### src/rtl/core/sync_length_crc_deframer_top_assert.svh
// assertion macros used by the deframer top level
`ifndef SYNC_LENGTH_CRC_DEFRAMER_TOP_ASSERT_SVH
`define SYNC_LENGTH_CRC_DEFRAMER_TOP_ASSERT_SVH

// same-cycle implication, disabled while in reset
`define SLCD_ASSERT_NOW(label, clk, rst, ante, cons) \
   label: assert property (@(posedge clk) disable iff (rst) (ante) |-> (cons)) \
      else $error("deframer check failed");

// next-cycle implication, disabled while in reset
`define SLCD_ASSERT_NEXT(label, clk, rst, ante, cons) \
   label: assert property (@(posedge clk) disable iff (rst) (ante) |=> (cons)) \
      else $error("deframer check failed");

`endif

### src/rtl/core/slcd_pkg.sv
// shared types, codes and the crc update for the deframer
`timescale 1ns / 1ps
`default_nettype none

package slcd_pkg;

   localparam int QUEUE_DEPTH_DEFAULT = 4;

   localparam logic [15:0] MAX_PAYLOAD   = 16'd4096;
   localparam logic [12:0] MAX_LEN_RESET = 13'd4096;
   localparam logic [15:0] CRC_INIT      = 16'hFFFF;
   localparam logic [15:0] CRC_POLY      = 16'h1021;
   localparam logic [7:0]  SYNC_FIRST    = 8'hAA;
   localparam logic [7:0]  SYNC_SECOND   = 8'h55;

   // result kinds on the output
   localparam logic [1:0] RESULT_PAYLOAD = 2'd0;
   localparam logic [1:0] RESULT_GOOD    = 2'd1;
   localparam logic [1:0] RESULT_CRC_ERR = 2'd2;
   localparam logic [1:0] RESULT_LEN_ERR = 2'd3;

   // token kinds between front and back
   localparam logic [1:0] TOKEN_DATA    = 2'd0;
   localparam logic [1:0] TOKEN_END     = 2'd1;
   localparam logic [1:0] TOKEN_LEN_ERR = 2'd2;

   typedef struct packed {
      logic [1:0]  kind;
      logic [7:0]  data;
      logic [15:0] length;
      logic [15:0] crc;
   } token_type;

   // crc16 msb first, one byte
   function automatic logic [15:0] crc16_byte(input logic [15:0] crc_in,
                                              input logic [7:0]  data);
      logic [15:0] c;
      c = crc_in ^ {data, 8'h00};
      for (int k = 0; k < 8; k++) begin
         if (c[15]) begin
            c = {c[14:0], 1'b0} ^ CRC_POLY;
         end else begin
            c = {c[14:0], 1'b0};
         end
      end
      return c;
   endfunction

endpackage

`default_nettype wire

### src/rtl/core/slcd_front.sv
// frame parser: sync hunt, length check, trailer capture
`timescale 1ns / 1ps
`default_nettype none

module slcd_front (
   input  wire logic                 clock,
   input  wire logic                 reset,
   input  wire logic                 accept,
   input  wire logic [7:0]           rx_byte,
   input  wire logic                 csr_write,
   input  wire logic [12:0]          csr_data,
   output logic                      token_push,
   output slcd_pkg::token_type       token
);

   localparam logic [2:0] PH_HUNT   = 3'd0;
   localparam logic [2:0] PH_SYNC1  = 3'd1;
   localparam logic [2:0] PH_LEN_LO = 3'd2;
   localparam logic [2:0] PH_LEN_HI = 3'd3;
   localparam logic [2:0] PH_DATA   = 3'd4;
   localparam logic [2:0] PH_CRC_LO = 3'd5;
   localparam logic [2:0] PH_CRC_HI = 3'd6;

   logic [2:0]  phase_ff, phase_in;
   logic [12:0] max_len_ff;
   logic [7:0]  length_low_ff, length_low_in;
   logic [15:0] payload_length_ff, payload_length_in;
   logic [12:0] bytes_seen_ff, bytes_seen_in;
   logic [7:0]  crc_low_ff, crc_low_in;
   logic [15:0] len_word;
   logic [12:0] seen_next;
   logic        len_bad;

   assign len_word  = {rx_byte, length_low_ff};
   assign seen_next = bytes_seen_ff + 13'd1;
   assign len_bad   = (len_word == 16'd0) || (len_word > {3'b000, max_len_ff})
                   || (len_word > slcd_pkg::MAX_PAYLOAD);

   always_comb begin
      phase_in          = phase_ff;
      length_low_in     = length_low_ff;
      payload_length_in = payload_length_ff;
      bytes_seen_in     = bytes_seen_ff;
      crc_low_in        = crc_low_ff;
      token_push        = 1'b0;
      token             = '0;
      if (accept) begin
         unique case (phase_ff)
            PH_HUNT: begin
               if (rx_byte == slcd_pkg::SYNC_FIRST) begin
                  phase_in = PH_SYNC1;
               end
            end
            PH_SYNC1: begin
               if (rx_byte == slcd_pkg::SYNC_SECOND) begin
                  phase_in = PH_LEN_LO;
               end else if (rx_byte != slcd_pkg::SYNC_FIRST) begin
                  phase_in = PH_HUNT;
               end
            end
            PH_LEN_LO: begin
               length_low_in = rx_byte;
               phase_in      = PH_LEN_HI;
            end
            PH_LEN_HI: begin
               payload_length_in = len_word;
               bytes_seen_in     = 13'd0;
               if (len_bad) begin
                  phase_in     = PH_HUNT;
                  token_push   = 1'b1;
                  token.kind   = slcd_pkg::TOKEN_LEN_ERR;
                  token.length = len_word;
               end else begin
                  phase_in = PH_DATA;
               end
            end
            PH_DATA: begin
               bytes_seen_in = seen_next;
               if ({3'b000, seen_next} >= payload_length_ff) begin
                  phase_in = PH_CRC_LO;
               end
               token_push = 1'b1;
               token.kind = slcd_pkg::TOKEN_DATA;
               token.data = rx_byte;
            end
            PH_CRC_LO: begin
               crc_low_in = rx_byte;
               phase_in   = PH_CRC_HI;
            end
            PH_CRC_HI: begin
               phase_in     = PH_HUNT;
               token_push   = 1'b1;
               token.kind   = slcd_pkg::TOKEN_END;
               token.length = payload_length_ff;
               token.crc    = {rx_byte, crc_low_ff};
            end
            default: begin
               phase_in = PH_HUNT;
            end
         endcase
      end
   end

   always_ff @(posedge clock) begin
      if (reset) begin
         phase_ff          <= PH_HUNT;
         max_len_ff        <= slcd_pkg::MAX_LEN_RESET;
         length_low_ff     <= 8'd0;
         payload_length_ff <= 16'd0;
         bytes_seen_ff     <= 13'd0;
         crc_low_ff        <= 8'd0;
      end else begin
         phase_ff          <= phase_in;
         length_low_ff     <= length_low_in;
         payload_length_ff <= payload_length_in;
         bytes_seen_ff     <= bytes_seen_in;
         crc_low_ff        <= crc_low_in;
         if (csr_write) begin
            max_len_ff <= csr_data;
         end
      end
   end

endmodule

`default_nettype wire

### src/rtl/core/slcd_queue.sv
// short token queue between parser and crc back end
`timescale 1ns / 1ps
`default_nettype none

module slcd_queue #(
   parameter int DEPTH = slcd_pkg::QUEUE_DEPTH_DEFAULT
) (
   input  wire logic                     clock,
   input  wire logic                     reset,
   input  wire logic                     push,
   input  wire slcd_pkg::token_type      push_token,
   input  wire logic                     pop,
   output slcd_pkg::token_type           pop_token,
   output logic                          full,
   output logic                          empty,
   output logic [$clog2(DEPTH+1)-1:0]    count
);

   localparam int PTR_W = $clog2(DEPTH);
   localparam int CNT_W = $clog2(DEPTH+1);

   slcd_pkg::token_type mem_ff [DEPTH];
   logic [PTR_W-1:0] wr_ptr_ff, rd_ptr_ff;
   logic [CNT_W-1:0] count_ff;
   logic             do_push, do_pop;

   assign full      = (count_ff == CNT_W'(DEPTH));
   assign empty     = (count_ff == '0);
   assign count     = count_ff;
   assign do_push   = push && !full;
   assign do_pop    = pop && !empty;
   assign pop_token = mem_ff[rd_ptr_ff];

   always_ff @(posedge clock) begin
      if (do_push) begin
         mem_ff[wr_ptr_ff] <= push_token;
      end
   end

   always_ff @(posedge clock) begin
      if (reset) begin
         wr_ptr_ff <= '0;
         rd_ptr_ff <= '0;
         count_ff  <= '0;
      end else begin
         if (do_push) begin
            wr_ptr_ff <= (wr_ptr_ff == PTR_W'(DEPTH-1)) ? '0 : wr_ptr_ff + 1'b1;
         end
         if (do_pop) begin
            rd_ptr_ff <= (rd_ptr_ff == PTR_W'(DEPTH-1)) ? '0 : rd_ptr_ff + 1'b1;
         end
         if (do_push && !do_pop) begin
            count_ff <= count_ff + 1'b1;
         end else if (do_pop && !do_push) begin
            count_ff <= count_ff - 1'b1;
         end
      end
   end

endmodule

`default_nettype wire

### src/rtl/core/slcd_back.sv
// crc back end and result output register
`timescale 1ns / 1ps
`default_nettype none

module slcd_back (
   input  wire logic                 clock,
   input  wire logic                 reset,
   input  wire logic                 q_empty,
   input  wire slcd_pkg::token_type  q_token,
   output logic                      q_pop,
   input  wire logic                 rsp_pop,
   output logic                      rsp_empty,
   output logic [1:0]                rsp_result_kind,
   output logic [7:0]                rsp_payload_byte,
   output logic [15:0]               rsp_frame_length,
   output logic [15:0]               rsp_received_crc,
   output logic [15:0]               rsp_computed_crc
);

   logic        valid_ff;
   logic [15:0] crc_ff, crc_in;
   logic [1:0]  kind_ff, kind_in;
   logic [7:0]  byte_ff, byte_in;
   logic [15:0] length_ff, length_in;
   logic [15:0] rcrc_ff, rcrc_in;
   logic [15:0] ccrc_ff, ccrc_in;

   assign q_pop = !q_empty && (!valid_ff || rsp_pop);

   always_comb begin
      crc_in    = crc_ff;
      kind_in   = slcd_pkg::RESULT_PAYLOAD;
      byte_in   = 8'd0;
      length_in = 16'd0;
      rcrc_in   = 16'd0;
      ccrc_in   = 16'd0;
      unique case (q_token.kind)
         slcd_pkg::TOKEN_DATA: begin
            crc_in  = slcd_pkg::crc16_byte(crc_ff, q_token.data);
            byte_in = q_token.data;
         end
         slcd_pkg::TOKEN_END: begin
            crc_in    = slcd_pkg::CRC_INIT;
            kind_in   = (q_token.crc == crc_ff) ? slcd_pkg::RESULT_GOOD
                                                : slcd_pkg::RESULT_CRC_ERR;
            length_in = q_token.length;
            rcrc_in   = q_token.crc;
            ccrc_in   = crc_ff;
         end
         default: begin
            kind_in   = slcd_pkg::RESULT_LEN_ERR;
            length_in = q_token.length;
         end
      endcase
   end

   always_ff @(posedge clock) begin
      if (reset) begin
         valid_ff <= 1'b0;
         crc_ff   <= slcd_pkg::CRC_INIT;
      end else begin
         if (q_pop) begin
            valid_ff <= 1'b1;
            crc_ff   <= crc_in;
         end else if (rsp_pop) begin
            valid_ff <= 1'b0;
         end
      end
   end

   always_ff @(posedge clock) begin
      if (q_pop) begin
         kind_ff   <= kind_in;
         byte_ff   <= byte_in;
         length_ff <= length_in;
         rcrc_ff   <= rcrc_in;
         ccrc_ff   <= ccrc_in;
      end
   end

   assign rsp_empty        = !valid_ff;
   assign rsp_result_kind  = kind_ff;
   assign rsp_payload_byte = byte_ff;
   assign rsp_frame_length = length_ff;
   assign rsp_received_crc = rcrc_ff;
   assign rsp_computed_crc = ccrc_ff;

endmodule

`default_nettype wire

### src/rtl/core/sync_length_crc_deframer_top.sv
// top level of the sync, length and crc16 frame receiver
// byte-serial deframer: hunts for the sync pair aa 55, reads a little-endian
// 16-bit length, releases each payload byte as a payload word straight away
// (cut-through) while crc16 (init ffff, poly 1021, msb first) runs over them,
// then reads the crc trailer low byte first and gives one end word, good or
// crc error, carrying length, received crc and computed crc. a length of zero,
// above csr_max_len or above 4096 gives a length error word and hunting
// resumes. the receiver keeps or drops the released bytes on the end status.
// throughput is one byte per cycle while the result side pops: the crc update
// is one unrolled eight-bit step per cycle. an accepted byte reaches its result
// word through the token queue entry written by the parser and the output
// register. req_full rises only when QUEUE_DEPTH tokens wait behind a stalled
// result side. csr_max_len is always ready and must be written only while the
// block is idle.
`timescale 1ns / 1ps
`default_nettype none

`include "sync_length_crc_deframer_top_assert.svh"

module sync_length_crc_deframer_top #(
   parameter int QUEUE_DEPTH = slcd_pkg::QUEUE_DEPTH_DEFAULT
) (
   input  wire logic        clock,
   input  wire logic        reset,
   // byte input, queue style
   input  wire logic        req_push,
   output logic             req_full,
   input  wire logic [7:0]  req_rx_byte,
   // result output, queue style
   output logic             rsp_empty,
   input  wire logic        rsp_pop,
   output logic [1:0]       rsp_result_kind,
   output logic [7:0]       rsp_payload_byte,
   output logic [15:0]      rsp_frame_length,
   output logic [15:0]      rsp_received_crc,
   output logic [15:0]      rsp_computed_crc,
   // max_len register write
   input  wire logic        csr_valid,
   output logic             csr_ready,
   input  wire logic [12:0] csr_max_len
);

   localparam int CNT_W = $clog2(QUEUE_DEPTH+1);

   logic                accept;
   logic                tok_push;
   slcd_pkg::token_type tok_in;
   slcd_pkg::token_type tok_out;
   logic                q_full;
   logic                q_empty;
   logic                q_pop;
   logic [CNT_W-1:0]    q_count;
   logic                word_good;
   logic                word_bad;

   // register port never stalls
   assign csr_ready = 1'b1;

   // a word is taken whenever the token queue has room
   assign req_full = q_full;
   assign accept   = req_push && !q_full;

   // front: sync hunt, length check and trailer capture
   slcd_front u_front (
      .clock      (clock),
      .reset      (reset),
      .accept     (accept),
      .rx_byte    (req_rx_byte),
      .csr_write  (csr_valid && csr_ready),
      .csr_data   (csr_max_len),
      .token_push (tok_push),
      .token      (tok_in)
   );

   // decoupling queue so each side stalls on its own
   slcd_queue #(
      .DEPTH (QUEUE_DEPTH)
   ) u_queue (
      .clock      (clock),
      .reset      (reset),
      .push       (tok_push),
      .push_token (tok_in),
      .pop        (q_pop),
      .pop_token  (tok_out),
      .full       (q_full),
      .empty      (q_empty),
      .count      (q_count)
   );

   // back: crc over payload tokens, end status, output register
   slcd_back u_back (
      .clock            (clock),
      .reset            (reset),
      .q_empty          (q_empty),
      .q_token          (tok_out),
      .q_pop            (q_pop),
      .rsp_pop          (rsp_pop),
      .rsp_empty        (rsp_empty),
      .rsp_result_kind  (rsp_result_kind),
      .rsp_payload_byte (rsp_payload_byte),
      .rsp_frame_length (rsp_frame_length),
      .rsp_received_crc (rsp_received_crc),
      .rsp_computed_crc (rsp_computed_crc)
   );

   // end words currently on show
   assign word_good = !rsp_empty && (rsp_result_kind == slcd_pkg::RESULT_GOOD);
   assign word_bad  = !rsp_empty && (rsp_result_kind == slcd_pkg::RESULT_CRC_ERR);

   // queue occupancy stays within its depth
   `SLCD_ASSERT_NOW(a_queue_bound, clock, reset, 1'b1, q_count <= CNT_W'(QUEUE_DEPTH))

   // a good end word carries matching crcs, a crc error word differing ones
   `SLCD_ASSERT_NOW(a_good_crc, clock, reset, word_good, rsp_received_crc == rsp_computed_crc)
   `SLCD_ASSERT_NOW(a_bad_crc, clock, reset, word_bad, rsp_received_crc != rsp_computed_crc)

   // a token pushed into an empty queue with a free output moves on next cycle
   `SLCD_ASSERT_NEXT(a_pass_through, clock, reset, tok_push && q_empty && rsp_empty, q_pop)

endmodule

`default_nettype wire

### config.mk
export PLATFORM = sky130hd
export DESIGN_NAME = sync_length_crc_deframer_top
export DESIGN_NICKNAME = d
export VERILOG_FILES = /design/src/rtl/core/slcd_pkg.sv /design/src/rtl/core/slcd_front.sv /design/src/rtl/core/slcd_queue.sv /design/src/rtl/core/slcd_back.sv /design/src/rtl/core/sync_length_crc_deframer_top.sv
export VERILOG_INCLUDE_DIRS = /design/src /design/src/rtl/core
export SDC_FILE = /design/constraint.sdc
export NUM_CORES = 1
export LEC_CHECK = 0
export BUFFER_PORTS_ARGS = -buffer_cell sky130_fd_sc_hd__buf_4
export CAP_MARGIN = 30
export CELL_PAD_IN_SITES_DETAIL_PLACEMENT = 1
export CELL_PAD_IN_SITES_GLOBAL_PLACEMENT = 2
export CORE_AREA = 2 2 181 183
export CTS_CLUSTER_SIZE = 16
export DETAILED_ROUTE_END_ITERATION = 8
export DIE_AREA = 0 0 183 185
export GPL_TIMING_DRIVEN = 0
export PLACE_DENSITY = 0.79
export SYNTH_ARGS = -nofsm -noshare
export SYNTH_HDL_FRONTEND = slang
export SYNTH_HIERARCHICAL = 1
export SYNTH_SLANG_ARGS = --single-unit
### constraint.sdc
create_clock -name clock -period 5.7 [get_ports clock]
set_clock_uncertainty 0.15 [all_clocks]
set_input_delay 0.285 -clock clock [delete_from_list [all_inputs] [get_ports clock]]
set_output_delay 0.285 -clock clock [all_outputs]
set_load 0.05 [all_outputs]
==> qor.yml, run 1 <==
worst_setup_path:
  cp_max_fo: 9
  crit_type: "in2reg"
  end_kind: "flip-flop"
  reg2reg_depth: 14
  rrSetupSlack_ns: 1.29
  required_ns: 5.98
  r2r_start: "u_front/length_low_ff[7]$_SDFFE_PP0P_"
  cp-start-kind: "primary input"
  regToRegEndpoint: "u_queue/count[2]$_SDFFE_PP0P_"
  cp_data_arrival_time_ns: 4.84
timing:
  setup_viol: 0
  hold_violations: 0
  final.period_utilization_pct: 80.00
  whs_ns: 0.02975
  tightest_slew_ns: 1.017
  drv_slew: 0
  rsz0062_at_grt: "false"
  fin_crit_ns: 4.560
  fmax_ghz: 0.2193
  relSlewSlack_pct: 31.60
power:
  vdd_drop_max_v: 0.0001577
  power_density_nw_per_um2: 295.5
  cellLeakagePower_nw: 5.713
clocking:
  postCtsSetupBuffers: 0
  cts_tree: "built"
  cts-htree-levels: 2
  cts_buffers: 35
  cts_resized: 0
  cts.sinks: 313
  cts_root_buf: "clkbuf_16"
  clock_latency_ns: 0.52
  path_clk_slew_ns: 0.06
  clockBufferDepth: 3
grt:
  grt_pass1_vias: 8966
  grt_first_pass_wirelength_mm: 52.45
  grt_max_degree: 39
  grt_usage_pct: 20.43
  grt-ovfl-total: 0
  antenna_found_initial: 1
synthesis:
  synth_top_family_by_area: "simple AND/OR/NAND/NOR gates"
  synth_edf_count: 226
  synth_cell_types: 73
  synth_area_um2: 13560
  synthArstFlopShare_pct: 0
  syn_nets: 1065
  synth_seq_cells: 313
  syn-instance-count: 1005
  synth_xor_area_share_pct: 3.424
  syn_area_per_cell_um2: 13.49
  synth_flop_cell: "edfxtp_1"
  synth-seq-area-share_pct: 62.91
  ys_warn_count: 6
  synth-simple-area-share_pct: 12.33
  synthAdderAreaFrac_pct: 3.193
  synth.area.mux_share_pct: 8.168
  synth-compound-area-share_pct: 6.931
min_path:
  min-delay-path-class: "in2reg"
  min_from: "csr_valid"
  min_to: "u_front/max_len_ff[3]$_SDFFE_PP0P_"
  hold_depth: 3
status:
  outcome: "completed"
drt:
  drt-total-wl_mm: 33.71
  firstDrtPassIters: 5
  ant_nets: 0
  routedWlPerCell_um: 21.31
  drtIter0Drc: 494
  num_vias: 8475
  viasPerCell: 5.357
  drc_errors: 0
floorplan:
  pin_count: 87
  initial_core_util_pct: 42.31
  die_width_um: 183
  fp.dieArea_um2: 33860
  core-area_um2: 32040
  num_rows: 66
  dieHeight_um: 185
final_layout:
  drive_gt1_share_pct: 19.17
  num_antenna_cells: 0
  synthToLayoutAreaGrowth_pct: 19.13
  nNetsFinal: 1209
  final_util_pct: 50.41
job:
  cap_violations: 0
placed_design:
  dp_hpwl_mm: 23.70
  port_buffers: 81
  gp_congestion: 0.7980
## flip-flops by register name (all words and copies together), names as in the netlist, 2 cells and up, named ones only
signal and count:
u_queue/count 3, u_front/crc_low_ff 8, u_back/rsp_frame_length 16, u_back/rsp_result_kind 2, u_queue/mem_ff 168, u_front/length_low_ff 8
u_front/bytes_seen_ff 13, u_queue/rd_ptr_ff 2, u_queue/wr_ptr_ff 2, u_back/rsp_received_crc 16, u_front/max_len_ff 13, u_front/phase_ff 3
u_back/crc_ff 16, u_back/rsp_payload_byte 8, u_back/rsp_computed_crc 16, u_front/payload_length_ff 16
## stage by stage
step | cell area (um2) | setup WS (ns) | std cells | setup TNS [ns] | power (mW)
after CTS | 16150 | 1.082 | 1582 | 0 | 4.828
after global routing | 16150 | 0.8954 | 1582 | 0 | 4.922
after global placement | 14680 | -0.2987 | 1494 | -0.4510 | 2.549
after floorplan | 13560 | 0.8625 | 1005 | 0 | 2.511
final | 16150 | 1.140 | 1582 | 0 | 4.772
after detailed placement | 14780 | 1.114 | 1499 | 0 | 2.551
## worst max path at each step
stage	from	end	slack (ns)	cells after the start
floorplan	u_queue/count[0]$_SDFFE_PP0P_	u_queue/count[2]$_SDFFE_PP0P_	0.86	9
global placement	u_queue/count[0]$_SDFFE_PP0P_	u_queue/count[2]$_SDFFE_PP0P_	-0.30	9
detailed placement	req_rx_byte[3]	u_queue/count[2]$_SDFFE_PP0P_	1.11	15
CTS	req_rx_byte[3]	u_queue/count[2]$_SDFFE_PP0P_	1.08	16
global route	req_rx_byte[3]	u_queue/count[2]$_SDFFE_PP0P_	0.90	16
finish	req_rx_byte[3]	u_queue/count[2]$_SDFFE_PP0P_	1.14	16
## Yosys cell counts (all sizes together), types with 3 or more instances
| cell type | count | area (um2) |
|---|---|---|
| edfxtp | 226 | 6787 |
| a22oi | 5 | 37.54 |
| o21bai | 19 | 142.6 |
| nor3 | 14 | 70.07 |
| a2bb2oi | 6 | 52.55 |
| clkbuf | 36 | 135.1 |
| nand2b | 3 | 18.77 |
| nand3 | 10 | 50.05 |
| xor2 | 11 | 96.34 |
| and4 | 3 | 26.28 |
| inv | 33 | 123.9 |
| or3 | 11 | 80.08 |
| nand3b | 3 | 22.52 |
| mux4 | 42 | 945.9 |
| o31ai | 3 | 46.29 |
| ha | 33 | 412.9 |
| buf | 20 | 141.4 |
| dfxtp | 87 | 1742 |
| o21ai | 28 | 140.1 |
| o211ai | 4 | 30.03 |
| and2 | 65 | 409.1 |
| nor2b | 25 | 171.4 |
| nor4 | 11 | 83.83 |
| nand2 | 93 | 349.1 |
| o22a | 3 | 26.28 |
| xnor2 | 42 | 367.9 |
| mux2i | 15 | 150.1 |
| and3 | 6 | 42.54 |
| nor2 | 42 | 162.6 |
| a21oi | 57 | 285.3 |
| nand4 | 10 | 62.56 |
| a21o | 3 | 22.52 |
## layout by cell type, fill, tap and decap left out, types with 5 or more instances in the layout
cell / count
edfxtp_1: 226
nand2_1: 93
buf_4: 88
dfxtp_1: 87
and2_1: 63
a21oi_1: 57
xnor2_1: 42
mux4_2: 42
clkbuf_1: 40
nor2_1: 39
clkbuf_16: 35
inv_1: 33
ha_1: 33
o21ai_0: 27
nor2b_1: 23
dlygate4sd3_1: 21
o21bai_1: 19
mux2i_1: 15
nor3_1: 14
xor2_1: 11
nand4_1: 10
nor4_1: 10
nand3_1: 10
or3_1: 8
buf_2: 8
a2bb2oi_1: 6
clkbuf_8: 5
buf_12: 5
a22oi_1: 5
## metal layers
metal / track usage, % / up-vias / wire, um
met5: 0 / - / 0
met4: 6.144 / 0 / 837
met3: 3.126 / 58 / 1215
met2: 35.18 / 168 / 16540
met1: 26.78 / 4271 / 15110
li1: - / 3978 / -
## critical path, stage by stage
cell and delay [ns]:
dlygate4sd3_1 0.53, buf_4 0.21, ha_1 0.32, nand2_1 0.13, nor4_4 0.31, a21boi_2 0.26, o311ai_0 0.22, a21boi_0 0.84
inv_1 0.16, nor2_2 0.21, ha_1 0.20, inv_1 0.06, fa_1 0.37, xor2_1 0.17, or3_2 0.40, a21oi_1 0.14
## report_power, final
part           total (mW)  switching (mW)  internal, mW
combinational      0.0967          0.0555        0.0412
sequential           2.42         0.00275          2.41
clock                2.26           0.922          1.34
## logic make-up (layout without fill, tap and decap cells)
logic type,Yosys count,in the layout
flops,313,313
other cells,1,1
buf+inv,90,259
mux,58,58
simple gates,310,310
compound gates,146,146
xor+xnor,53,53
fa+ha+maj,34,34
## layout make-up
type / count / area [um2]
Fill cell: 3245 / 15890
Sequential cell: 313 / 8528
Multi-Input combinational cell: 602 / 4627
Clock buffer: 44 / 959.7
Timing Repair Buffer: 107 / 918.4
Tap cell: 408 / 510.5
Buffer: 56 / 276.5
Clock inverter: 18 / 197.7
Inverter: 34 / 132.6
## timing repair
action                                 CTS  global route
setup endpoints to repair                0             0
hold buffers                            21             0
endpoints found under the hold margin   29             0
Power figures use the tool's default switching activity.
==> run 2: changes to the inputs <==
clock period = 4.5 ns   (was 5.7 ns; I/O delays follow)
==> run 2 against run 1 <==
Wire length fell by 1.8%. Worst hold slack better by 0.0091 ns. Clock power is 20% higher. Via count did not move. Sequential share of layout area is 0.15 points higher.
==> qor.yml, run 2 (synthesis gave the netlist of run 1 again) <==
worst_setup_path:
  cp_data_arrival_time_ns: 4.33
  end_kind: "flip-flop"
  regToRegEndpoint: "u_queue/count[2]$_SDFFE_PP0P_"
  required_ns: 4.77
  critPathMaxStageDelay_ns: 0.54
  cp_slowest_cell: "dlygate4sd3_1"
  cp_max_fo: 9
  rrSetupSlack_ns: 0.52
  crit_chain: "dlygate4sd3_1 -> buf_4 -> ha_1 -> nand2_1 -> nor4_4 -> a21boi_2 -> o311ai_0 -> a21boi_0 -> buf_2 -> inv_1 -> nor2_2 -> ha_1 -> inv_1 -> fa_1 -> xor2_1 -> or3_2 -> a21oi_1"
  crit_type: "in2reg"
  r2r_start: "u_front/length_low_ff[7]$_SDFFE_PP0P_"
  cp-start-kind: "primary input"
  reg2reg_depth: 15
clocking:
  cts_tree: "built"
  cts_root_buf: "clkbuf_16"
  postCtsSetupBuffers: 0
  cts_buffers: 35
  clockBufferDepth: 3
  path_clk_slew_ns: 0.05
  cts.sinks: 313
  clock_latency_ns: 0.51
  cts-htree-levels: 2
floorplan:
  fp.dieArea_um2: 33860
  die_width_um: 183
  initial_core_util_pct: 42.31
  pin_count: 87
  core-area_um2: 32040
  num_rows: 66
  dieHeight_um: 185
drt:
  routedWlPerCell_um: 20.86
  drt-total-wl_mm: 33.10
  firstDrtPassIters: 5
  ant_nets: 0
  drtIter0Drc: 460
  num_vias: 8475
  viasPerCell: 5.340
  drc_errors: 0
timing:
  tightest_slew_ns: 0.9782
  setup_viol: 0
  hold_violations: 0
  whs_ns: 0.03881
  drv_slew: 0
  relSlewSlack_pct: 34.29
  final.period_utilization_pct: 90.14
  rsz0062_at_grt: "false"
  fin_crit_ns: 4.056
  fmax_ghz: 0.2465
min_path:
  hold_depth: 3
  min_to: "u_front/max_len_ff[0]$_SDFFE_PP0P_"
  min_from: "csr_valid"
  min-delay-path-class: "in2reg"
placed_design:
  gp_congestion: 0.7898
  port_buffers: 81
  dp_cells: 1501
  dp_hpwl_mm: 23.39
final_layout:
  num_antenna_cells: 0
  drive_gt1_share_pct: 18.74
  final_cells: 1587
  final_common_cell: "edfxtp_1"
  top_register: "u_queue/mem_ff"
  nNetsFinal: 1213
  largest_register_ffs: 168
  layout_common_cells: "edfxtp_1 (226), nand2_1 (93), buf_4 (88), dfxtp_1 (87), and2_1 (63)"
  synthToLayoutAreaGrowth_pct: 18.79
power:
  switchingPower_mw: 1.205
  cellLeakagePower_nw: 5.700
  combinationalPowerShare_pct: 2.1
  power_density_nw_per_um2: 365.8
  vdd_drop_max_v: 0.0002572
  p_seq_share_pct: 52.0
  p_int_mw: 4.686
  switching_share_pct: 20.45
  p_clk_share_pct: 45.9
grt:
  grt_pass1_vias: 8960
  grt-ovfl-total: 0
  grt_usage_pct: 19.85
  antenna_found_initial: 0
  grt_max_degree: 38
  grt_first_pass_wirelength_mm: 51.45
job:
  cap_violations: 0
status:
  outcome: "completed"
==> run 2: cell types whose count changed in the layout (fill, tap and decap cells not counted), sizes merged <==
cell / change
clkinvlp: -2
clkinv: +2
clkbuf: +2
bufinv: -1
dlygate4sd3: +2
buf: +2
==> run 2: metrics by stage <==
step                TNS [ns]  cell area (um2)  power, mW  utilization (%)  worst slack (ns)
floorplan                  0            13560      3.181                -            0.7469
global placement    -0.05177            14680      3.229            45.81          -0.05177
detailed placement         0            14790      3.230            46.17            0.5161
CTS                        0            16100      5.959            50.26            0.4323
global route               0            16100      6.075            50.26            0.2032
finish                     0            16100      5.891            50.26            0.4439
==> run 2: layer usage <==
metal / vias to the layer above / share of wire [%] / global-route usage, %
li1: 3985 / - / -
met1: 4253 / 46 / 26.93
met2: 188 / 48 / 33.42
met3: 49 / 3.5 / 2.694
met4: 0 / 2.4 / 5.952
met5: - / 0 / 0
==> run 2: final cells by class <==
cell class	count	area, um2
fillers	3257	15940
clock buffers	46	927.1
plain buffers	56	276.5
well taps	408	510.5
multi-input cells	602	4627
repair buffers	111	948.4
clock inverters	17	153.9
flip-flops and latches	313	8528
inverters	34	132.6
==> run 2: power by group through the flow <==
stage / clock, mW / sequential [mW] / combinational [mW]
floorplan: 0 / 3.12 / 0.0599
global placement: 0 / 3.12 / 0.107
detailed placement: 0 / 3.12 / 0.108
CTS: 2.77 / 3.06 / 0.125
global route: 2.88 / 3.06 / 0.136
finish: 2.71 / 3.06 / 0.124
==> run 2: worst max-delay path, delay by kind of cell <==
kind | cells | cell delay (ns)
simple gates | 4 | 1.02
xor+xnor | 1 | 0.17
compound gates | 4 | 0.89
buf+inv | 5 | 1.13
fa+ha+maj | 3 | 0.88
==> run 2: timing repair <==
item,in CTS,in global routing
endpoints found under the hold margin,38,0
gates resized for setup,0,0
hold buffers,23,0
==> run 2: how the worst max path moves through the flow <==
stage	endpoint	start	slack, ns	cells past startpoint
global placement	u_queue/count[2]$_SDFFE_PP0P_	u_queue/count[0]$_SDFFE_PP0P_	-0.05	9
floorplan	u_queue/count[2]$_SDFFE_PP0P_	u_queue/count[0]$_SDFFE_PP0P_	0.75	9
CTS	u_queue/count[2]$_SDFFE_PP0P_	req_rx_byte[3]	0.43	17
finish	u_queue/count[2]$_SDFFE_PP0P_	req_rx_byte[3]	0.44	17
detailed placement	u_queue/count[2]$_SDFFE_PP0P_	req_rx_byte[3]	0.52	16
global route	u_queue/count[2]$_SDFFE_PP0P_	req_rx_byte[3]	0.20	17
